$ cat config.mk
export PLATFORM = sky130hd
export DESIGN_NAME = wildcard_glob_matcher
export DESIGN_NICKNAME = d
export VERILOG_FILES = /design/src/hw/rtl/wgm_pkg.sv /design/src/hw/rtl/wgm_front.sv /design/src/hw/rtl/wgm_back.sv /design/src/hw/rtl/wildcard_glob_matcher.sv
export SDC_FILE = /design/constraint.sdc
export NUM_CORES = 1
export LEC_CHECK = 0
export BUFFER_PORTS_ARGS = -buffer_cell sky130_fd_sc_hd__clkbuf_2
export CAP_MARGIN = 20
export CELL_PAD_IN_SITES_DETAIL_PLACEMENT = 0
export CELL_PAD_IN_SITES_GLOBAL_PLACEMENT = 1
export CORE_MARGIN = 2
export CORE_UTILIZATION = 35
export CTS_CLUSTER_DIAMETER = 100
export DETAILED_ROUTE_END_ITERATION = 10
export GPL_TIMING_DRIVEN = 0
export PLACE_DENSITY = 0.64
export SLEW_MARGIN = 0
export SYNTH_ARGS = -nofsm -noshare
export SYNTH_HDL_FRONTEND = slang
export SYNTH_SLANG_ARGS = --single-unit
export TNS_END_PERCENT = 5
$ cat constraint.sdc
create_clock -name clk -period 6.2 [get_ports clk]
set_input_delay 0.62 -clock clk [delete_from_list [all_inputs] [get_ports clk]]
set_output_delay 0.62 -clock clk [all_outputs]
set_load 0.005 [all_outputs]
$ cat src/hw/rtl/wgm_pkg.sv
// ----------------------------------------------------------------------------
// wgm_pkg
// Shared types and constants for the wildcard glob matcher.
// ----------------------------------------------------------------------------
`default_nettype none

package wgm_pkg;

	// Pattern capacity and derived widths
	localparam int MAX_PATTERN = 32;
	localparam int LIVE_W      = MAX_PATTERN + 1;
	localparam int LEN_W       = $clog2(MAX_PATTERN + 1);
	localparam int IDX_W       = (MAX_PATTERN > 1) ? $clog2(MAX_PATTERN) : 1;
	localparam int CLOSE_LVLS  = $clog2(LIVE_W);

	// Special pattern bytes
	localparam logic [7:0] STAR_BYTE = 8'h2A;
	localparam logic [7:0] ANY_BYTE  = 8'h3F;

	// Request function codes on the input port
	localparam logic [1:0] FUNC_CLEAR   = 2'd0;
	localparam logic [1:0] FUNC_APPEND  = 2'd1;
	localparam logic [1:0] FUNC_SUBJECT = 2'd2;
	localparam logic [1:0] FUNC_END     = 2'd3;

	// Queue between front and back (depth is a power of two)
	localparam int QUEUE_DEPTH = 4;
	localparam int QPTR_W      = $clog2(QUEUE_DEPTH);
	localparam int QCNT_W      = $clog2(QUEUE_DEPTH + 1);

	typedef enum logic [1:0] {
		OP_CLEAR,
		OP_APPEND,
		OP_SUBJECT,
		OP_END
	} op_t;

	typedef struct packed {
		op_t        op;
		logic [7:0] char_value;
	} req_t;

	// Head of queue as seen by the back end
	typedef struct packed {
		logic valid;
		req_t req;
	} q_head_t;

endpackage

`default_nettype wire

$ cat src/hw/rtl/wgm_front.sv
// ----------------------------------------------------------------------------
// wgm_front
// Accepts requests, decodes the function code and queues them for the back end.
// ----------------------------------------------------------------------------
`default_nettype none

module wgm_front import wgm_pkg::*; (
	input  wire logic       clk,
	input  wire logic       arst_n,
	input  wire logic       in_valid,
	output logic            in_stall,
	input  wire logic [1:0] func,
	input  wire logic [7:0] char_value,
	output q_head_t         head,
	input  wire logic       pop
);

	req_t              queue_q [QUEUE_DEPTH];
	logic [QPTR_W-1:0] wr_ptr_q;
	logic [QPTR_W-1:0] rd_ptr_q;
	logic [QCNT_W-1:0] count_q;
	logic              push;
	req_t              dec_req;

	always_comb begin
		dec_req.char_value = char_value;
		case (func)
			FUNC_CLEAR:   dec_req.op = OP_CLEAR;
			FUNC_APPEND:  dec_req.op = OP_APPEND;
			FUNC_SUBJECT: dec_req.op = OP_SUBJECT;
			FUNC_END:     dec_req.op = OP_END;
			default:      dec_req.op = OP_END;
		endcase
	end

	assign in_stall   = (count_q == QCNT_W'(QUEUE_DEPTH));
	assign push       = in_valid & ~in_stall;
	assign head.valid = (count_q != '0);
	assign head.req   = queue_q[rd_ptr_q];

	always_ff @(posedge clk) begin
		if (push) begin
			queue_q[wr_ptr_q] <= dec_req;
		end
	end

	always_ff @(posedge clk or negedge arst_n) begin
		if (!arst_n) begin
			wr_ptr_q <= '0;
			rd_ptr_q <= '0;
			count_q  <= '0;
		end else begin
			if (push) begin
				wr_ptr_q <= wr_ptr_q + 1'b1;
			end
			if (pop) begin
				rd_ptr_q <= rd_ptr_q + 1'b1;
			end
			case ({push, pop})
				2'b10:   count_q <= count_q + 1'b1;
				2'b01:   count_q <= count_q - 1'b1;
				default: count_q <= count_q;
			endcase
		end
	end

endmodule

`default_nettype wire

$ cat src/hw/rtl/wgm_back.sv
// ----------------------------------------------------------------------------
// wgm_back
// Pattern store, live position vector with star closure, result register.
// ----------------------------------------------------------------------------
`default_nettype none

module wgm_back import wgm_pkg::*; (
	input  wire logic     clk,
	input  wire logic     arst_n,
	input  wire q_head_t  head,
	output logic          pop,
	output logic          out_valid,
	input  wire logic     out_stall,
	output logic          matched,
	output logic          pattern_overflow
);

	// Positions reachable from v through runs of stars (log-depth prefix).
	// prop[j] set means position j-1 holds a star.
	function automatic logic [LIVE_W-1:0] star_close(
		input logic [LIVE_W-1:0] v,
		input logic [LIVE_W-1:0] prop
	);
		logic [LIVE_W-1:0] a;
		logic [LIVE_W-1:0] b;
		logic [LIVE_W-1:0] a_n;
		logic [LIVE_W-1:0] b_n;
		a = v;
		b = prop;
		for (int lv = 0; lv < CLOSE_LVLS; lv++) begin
			a_n = a;
			b_n = b;
			for (int j = 0; j < LIVE_W; j++) begin
				if (j >= (1 << lv)) begin
					a_n[j] = a[j] | (b[j] & a[j - (1 << lv)]);
					b_n[j] = b[j] & b[j - (1 << lv)];
				end
			end
			a = a_n;
			b = b_n;
		end
		return a;
	endfunction

	logic [7:0]             pat_q [MAX_PATTERN];
	logic [MAX_PATTERN-1:0] used_q;
	logic [MAX_PATTERN-1:0] star_q;
	logic [MAX_PATTERN-1:0] any_q;
	logic [LIVE_W-1:0]      start_q;   // closure of position 0
	logic [LIVE_W-1:0]      live_q;
	logic [LEN_W-1:0]       len_q;
	logic                   open_q;
	logic                   ovf_q;
	logic                   out_valid_q;
	logic                   matched_q;
	logic                   ovf_out_q;

	logic [LIVE_W-1:0]      live_base;
	logic [MAX_PATTERN-1:0] eq;
	logic [MAX_PATTERN-1:0] advance;
	logic [MAX_PATTERN-1:0] hold;
	logic [LIVE_W-1:0]      live_next;
	logic [LEN_W-1:0]       len_inc;
	logic                   room;
	logic                   in_star;
	logic                   in_any;
	logic                   out_free;

	assign out_free  = ~out_valid_q | ~out_stall;
	assign pop       = head.valid & ((head.req.op != OP_END) | out_free);
	assign live_base = open_q ? live_q : start_q;
	assign room      = (len_q < LEN_W'(MAX_PATTERN));
	assign len_inc   = len_q + 1'b1;
	assign in_star   = (head.req.char_value == STAR_BYTE);
	assign in_any    = (head.req.char_value == ANY_BYTE);

	always_comb begin
		for (int i = 0; i < MAX_PATTERN; i++) begin
			eq[i] = (pat_q[i] == head.req.char_value);
		end
		advance   = live_base[MAX_PATTERN-1:0] & used_q & ~star_q & (any_q | eq);
		hold      = live_base[MAX_PATTERN-1:0] & star_q;
		live_next = star_close({advance, 1'b0} | {1'b0, hold}, {star_q, 1'b0});
	end

	// pattern bytes: no reset, only entries below len_q are used
	always_ff @(posedge clk) begin
		if (pop && head.req.op == OP_APPEND && room) begin
			pat_q[len_q[IDX_W-1:0]] <= head.req.char_value;
		end
	end

	// result payload loads only when the output register is free
	always_ff @(posedge clk) begin
		if (pop && head.req.op == OP_END) begin
			matched_q <= live_base[len_q];
			ovf_out_q <= ovf_q;
		end
	end

	always_ff @(posedge clk or negedge arst_n) begin
		if (!arst_n) begin
			used_q      <= '0;
			star_q      <= '0;
			any_q       <= '0;
			start_q     <= LIVE_W'(1);
			live_q      <= '0;
			len_q       <= '0;
			open_q      <= 1'b0;
			ovf_q       <= 1'b0;
			out_valid_q <= 1'b0;
		end else begin
			if (out_valid_q && !out_stall) begin
				out_valid_q <= 1'b0;
			end
			if (pop) begin
				case (head.req.op)
					OP_CLEAR: begin
						used_q  <= '0;
						star_q  <= '0;
						any_q   <= '0;
						start_q <= LIVE_W'(1);
						len_q   <= '0;
						ovf_q   <= 1'b0;
						open_q  <= 1'b0;
						live_q  <= '0;
					end
					OP_APPEND: begin
						open_q <= 1'b0;
						live_q <= '0;
						if (room) begin
							used_q[len_q[IDX_W-1:0]] <= 1'b1;
							star_q[len_q[IDX_W-1:0]] <= in_star;
							any_q[len_q[IDX_W-1:0]]  <= in_any;
							start_q[len_inc]         <= start_q[len_q] & in_star;
							len_q                    <= len_inc;
						end else begin
							ovf_q <= 1'b1;
						end
					end
					OP_SUBJECT: begin
						open_q <= 1'b1;
						live_q <= live_next;
					end
					OP_END: begin
						open_q      <= 1'b0;
						live_q      <= '0;
						out_valid_q <= 1'b1;
					end
					default: begin
						open_q <= open_q;
					end
				endcase
			end
		end
	end

	assign out_valid        = out_valid_q;
	assign matched          = matched_q;
	assign pattern_overflow = ovf_out_q;

endmodule

`default_nettype wire

$ cat src/hw/rtl/wildcard_glob_matcher.sv
// ----------------------------------------------------------------------------
// wildcard_glob_matcher
// Whole-string glob match ('*' any run, '?' one byte) against a stored pattern.
// ----------------------------------------------------------------------------
// Throughput: one request per clock unless an end-of-subject request is held
//   by out_stall; the live-position vector is updated by a parallel compare
//   plus log-depth star closure. Result: an end-of-subject request passes the
//   queue, then the result register, before out_valid rises.
// Reset (arst_n low, asynchronous): queue empty, pattern length zero, no open
//   subject, overflow clear, no result pending. Pattern bytes are not cleared.
`default_nettype none

module wildcard_glob_matcher import wgm_pkg::*; (
	input  wire logic       clk,
	input  wire logic       arst_n,
	// request channel
	input  wire logic       in_valid,
	output logic            in_stall,
	input  wire logic [1:0] func,
	input  wire logic [7:0] char_value,
	// result channel
	output logic            out_valid,
	input  wire logic       out_stall,
	output logic            matched,
	output logic            pattern_overflow
);

	// Front: decode and queue. Stalls only when the queue is full, so input
	// keeps flowing while a result waits on out_stall.
	q_head_t head;
	logic    pop;

	wgm_front u_front (
		.clk        (clk),
		.arst_n     (arst_n),
		.in_valid   (in_valid),
		.in_stall   (in_stall),
		.func       (func),
		.char_value (char_value),
		.head       (head),
		.pop        (pop)
	);

	// Back: executes one request per cycle. Only end-of-subject requests wait
	// for the result register; pattern and subject bytes never block.
	wgm_back u_back (
		.clk              (clk),
		.arst_n           (arst_n),
		.head             (head),
		.pop              (pop),
		.out_valid        (out_valid),
		.out_stall        (out_stall),
		.matched          (matched),
		.pattern_overflow (pattern_overflow)
	);

endmodule

`default_nettype wire

==> impl_results.md <==
* Busiest grt layer: met2
* Most frequent cells in the layout: 298 x edfxtp_1, 212 x nand2_1, 177 x dfrtp_1
* Clock transition at path regs at 0.06 ns
* Vias/cell at 5.475
* Max incr delay on CP at 0.87 ns
* Critical Path Start Type: flop
* Max-slew violation count at 0
* Largest net degree at the start of global routing at 75
* CTS tree: yes
* Post-DR wirelength/cell at 24.12 µm
* Worst-skew pair later-pin latency at 0.63 ns
* CP max FO at 10
* Vias in the first global route at 16060
* CP max stage cell: nor4b_1
* Slew HR at 0.3023
* Mapped Nets at 1991
* Syn Area/Cell at 11.82 µm²
* Met2 track demand over resource at 0.3518
* CTS resizes at 0
* Antenna violations before repair at 1
* Status: finished, final reports clean
* Setup crit end kind: flop
* CTS HTree Levels at 2
* Synth Instances at 1967
* CP Cell Sequence: buf_6 -> mux2i_2 -> mux2_4 -> clkinv_2 -> buf_6 -> xnor2_1 -> nand4_1 -> nor2_1 -> o311ai_1 -> a31oi_1 -> nor4b_1 -> o21ai_0 -> a21oi_1 -> o21ai_0
* Clock Skew at 0.04184 ns
* Most common cell after layout, fill and taps aside: edfxtp_1
* Io pins at 18
* Fin worst setup slack at 1.722 ns
* Die Height at 261.7 µm
* Antenna cells at 0
* Leakage at 9.706 nW
* DR pass1 iterations at 5
* Core footprint at 65750 µm²
* Tot Pwr at 11.75 mW
* Remaining antenna violation count at 0
* Clock sink count at 476
* Ys Warns at 0
* Fin Setup TNS at 0 ns
* Register bit total from synthesis at 476
* First-pass GRT wire length at 106100 µm
* Synth Flop Type: edfxtp_1
* Seq/Total Area, Yosys at 0.5767
* Distinct cells, synth at 86
* Total track usage at 0.2100
* Mapped cell area at 23240 µm²
* CTS Buf Count at 52
* Period utilization at 0.7223
* Minimum clock period at 4.478 ns
* Pwr dens at 446.6 nW/µm²
* Detailed Place HPWL at 50260 µm
* Worst-margin pin slew at 1.017 ns
* # rows at 94
* Fin util at 0.4001
* Via Count at 16160
* Max cap viols at 0
* WS Path Type: reg2reg
* Met1 usage at 0.2896
* Met3 global-route usage at 0.02276
* Die Wd at 261.7 µm
* Initial Utilization at 0.3535
* Share of flip-flops with an asynchronous set or reset at 0.3739
* Routed WL at 71190 µm
* Clock Tree Root: clkbuf_16
* WP data arrival at 4.93 ns
* Gpl congestion at 0.8874
* Unrepaired setup endpoints after global routing: false
* Nets at 2068
* Area grow syn2layout at 13.17%
* Port buffer count at 15
* Post-place setup slack at 1.718 ns
* Drt drc at 0
* Final Hold Viols at 0
* Endpoints failing setup at 0
* Worst-case clock buffer depth at 3
* Die Area at 68480 µm²
* Fmax at 0.2233 GHz
* Gr ovfl total at 0
* Layout cells sized above 1 at 0.1030
* DR iter-0 viols at 1359
* Number of flops mapped to enable cells by yosys at 298
* Critical Path RT at 6.66 ns
* Worst VDD drop at 0.0003822 V
* HP Class: in2reg
-- through the flow --
stage	cells	hold WS, ns	instance area, µm²
detailed placement	2853	0.4485	24530
CTS	2952	0.1822	26300
global route	2952	0.2003	26300
floorplan	1967	0.3244	23240
finish	2952	0.2178	26300
global placement	2846	0.4436	24400
-- cells in the mapped netlist, types with 12 or more instances --
cell	instances	area share
a21o_1	39	0.013
a21oi_1	32	0.0069
a22o_1	15	0.0057
a31oi_1	15	0.0040
buf_2	12	0.0026
buf_6	15	0.0073
clkbuf_1	67	0.011
dfrtp_1	177	0.19
edfxtp_1	298	0.39
inv_1	41	0.0066
mux2_2	25	0.012
mux2i_1	30	0.013
mux4_2	23	0.022
nand2_1	212	0.034
nand3_1	56	0.012
nand4_1	39	0.010
nor2_1	132	0.021
nor3_1	16	0.0034
nor4_1	18	0.0048
o211ai_1	32	0.010
o21ai_0	163	0.035
o31ai_1	28	0.0090
xnor2_1	174	0.066
xor2_1	99	0.037
-- timing repair --
item                      in CTS  in global routing
hold buffers                   1                  0
setup buffers                  0                  0
hold endpoints to repair      43                  0
-- path summary, 6_finish.rpt --
kind                                startpoint                       to  slack, ns  depth (start not counted)
setup reg to reg           u_front.rd_ptr_q[0]        u_back.live_q[17]       1.72                         14
hold reg to reg                   u_back.ovf_q  u_back.pattern_overflow       0.46                          0
setup / recovery           u_front.rd_ptr_q[0]        u_back.live_q[17]       1.72                         14
min in group asynchronous               arst_n         u_back.used_q[0]       0.54                          2
max in group asynchronous               arst_n          u_back.len_q[0]       4.93                          3
hold / removal                   char_value[2]    u_front.queue_q[0][2]       0.22                          1
-- power by group --
group	switching (mW)	internal, mW	total, mW
clock	1.35	1.84	3.20
sequential	0.0780	3.90	3.98
combinational	3.20	1.37	4.57
-- registers in the layout (all words and copies together) (netlist names), 3 cells and up --
register,cells
u_back.pat_q,256
u_back.any_q,32
u_front.count_q,3
u_back.live_q,33
u_back.star_q,32
u_back.len_q,6
u_front.queue_q,40
u_back.start_q,33
u_back.used_q,32
-- layer usage --
layer,vias to the layer above,share of wire
li1,7346,-
met1,8231,0.44
met2,502,0.48
met3,83,0.054
met4,0,0.023
met5,-,0
-- cells by family (layout without fill, tap and decap cells) --
group	count (synthesis)	in the layout	share of synthesized area
buf+inv	151	272	0.03155
mux	84	84	0.05130
xor+xnor	274	274	0.1036
compound gates	427	427	0.1230
simple gates	545	545	0.1082
fa+ha+maj	10	10	0.005706
flops	476	476	0.5767
-- area by class of cell --
type / instances / area [µm²]
fillers: 6221 / 39440
flip-flops and latches: 476 / 13400
multi-input cells: 1340 / 9110
clock buffers: 60 / 1361
well taps: 864 / 1081
plain buffers: 108 / 570.5
clock inverters: 38 / 404.1
repair buffers: 23 / 209.0
inverters: 43 / 162.7
-- worst max-delay path, delay by kind of cell, from the launching register on --
family | cells | cell delay (ns)
AOI/OAI and AO/OA | 5 | 1.24
muxes | 2 | 0.93
buffers and inverters | 3 | 0.56
and+or+nand+nor | 3 | 1.07
xor gates and xnor gates | 1 | 0.14
DFF | 1 | 0.34
Note: power is estimated with default switching activity, not from simulation.
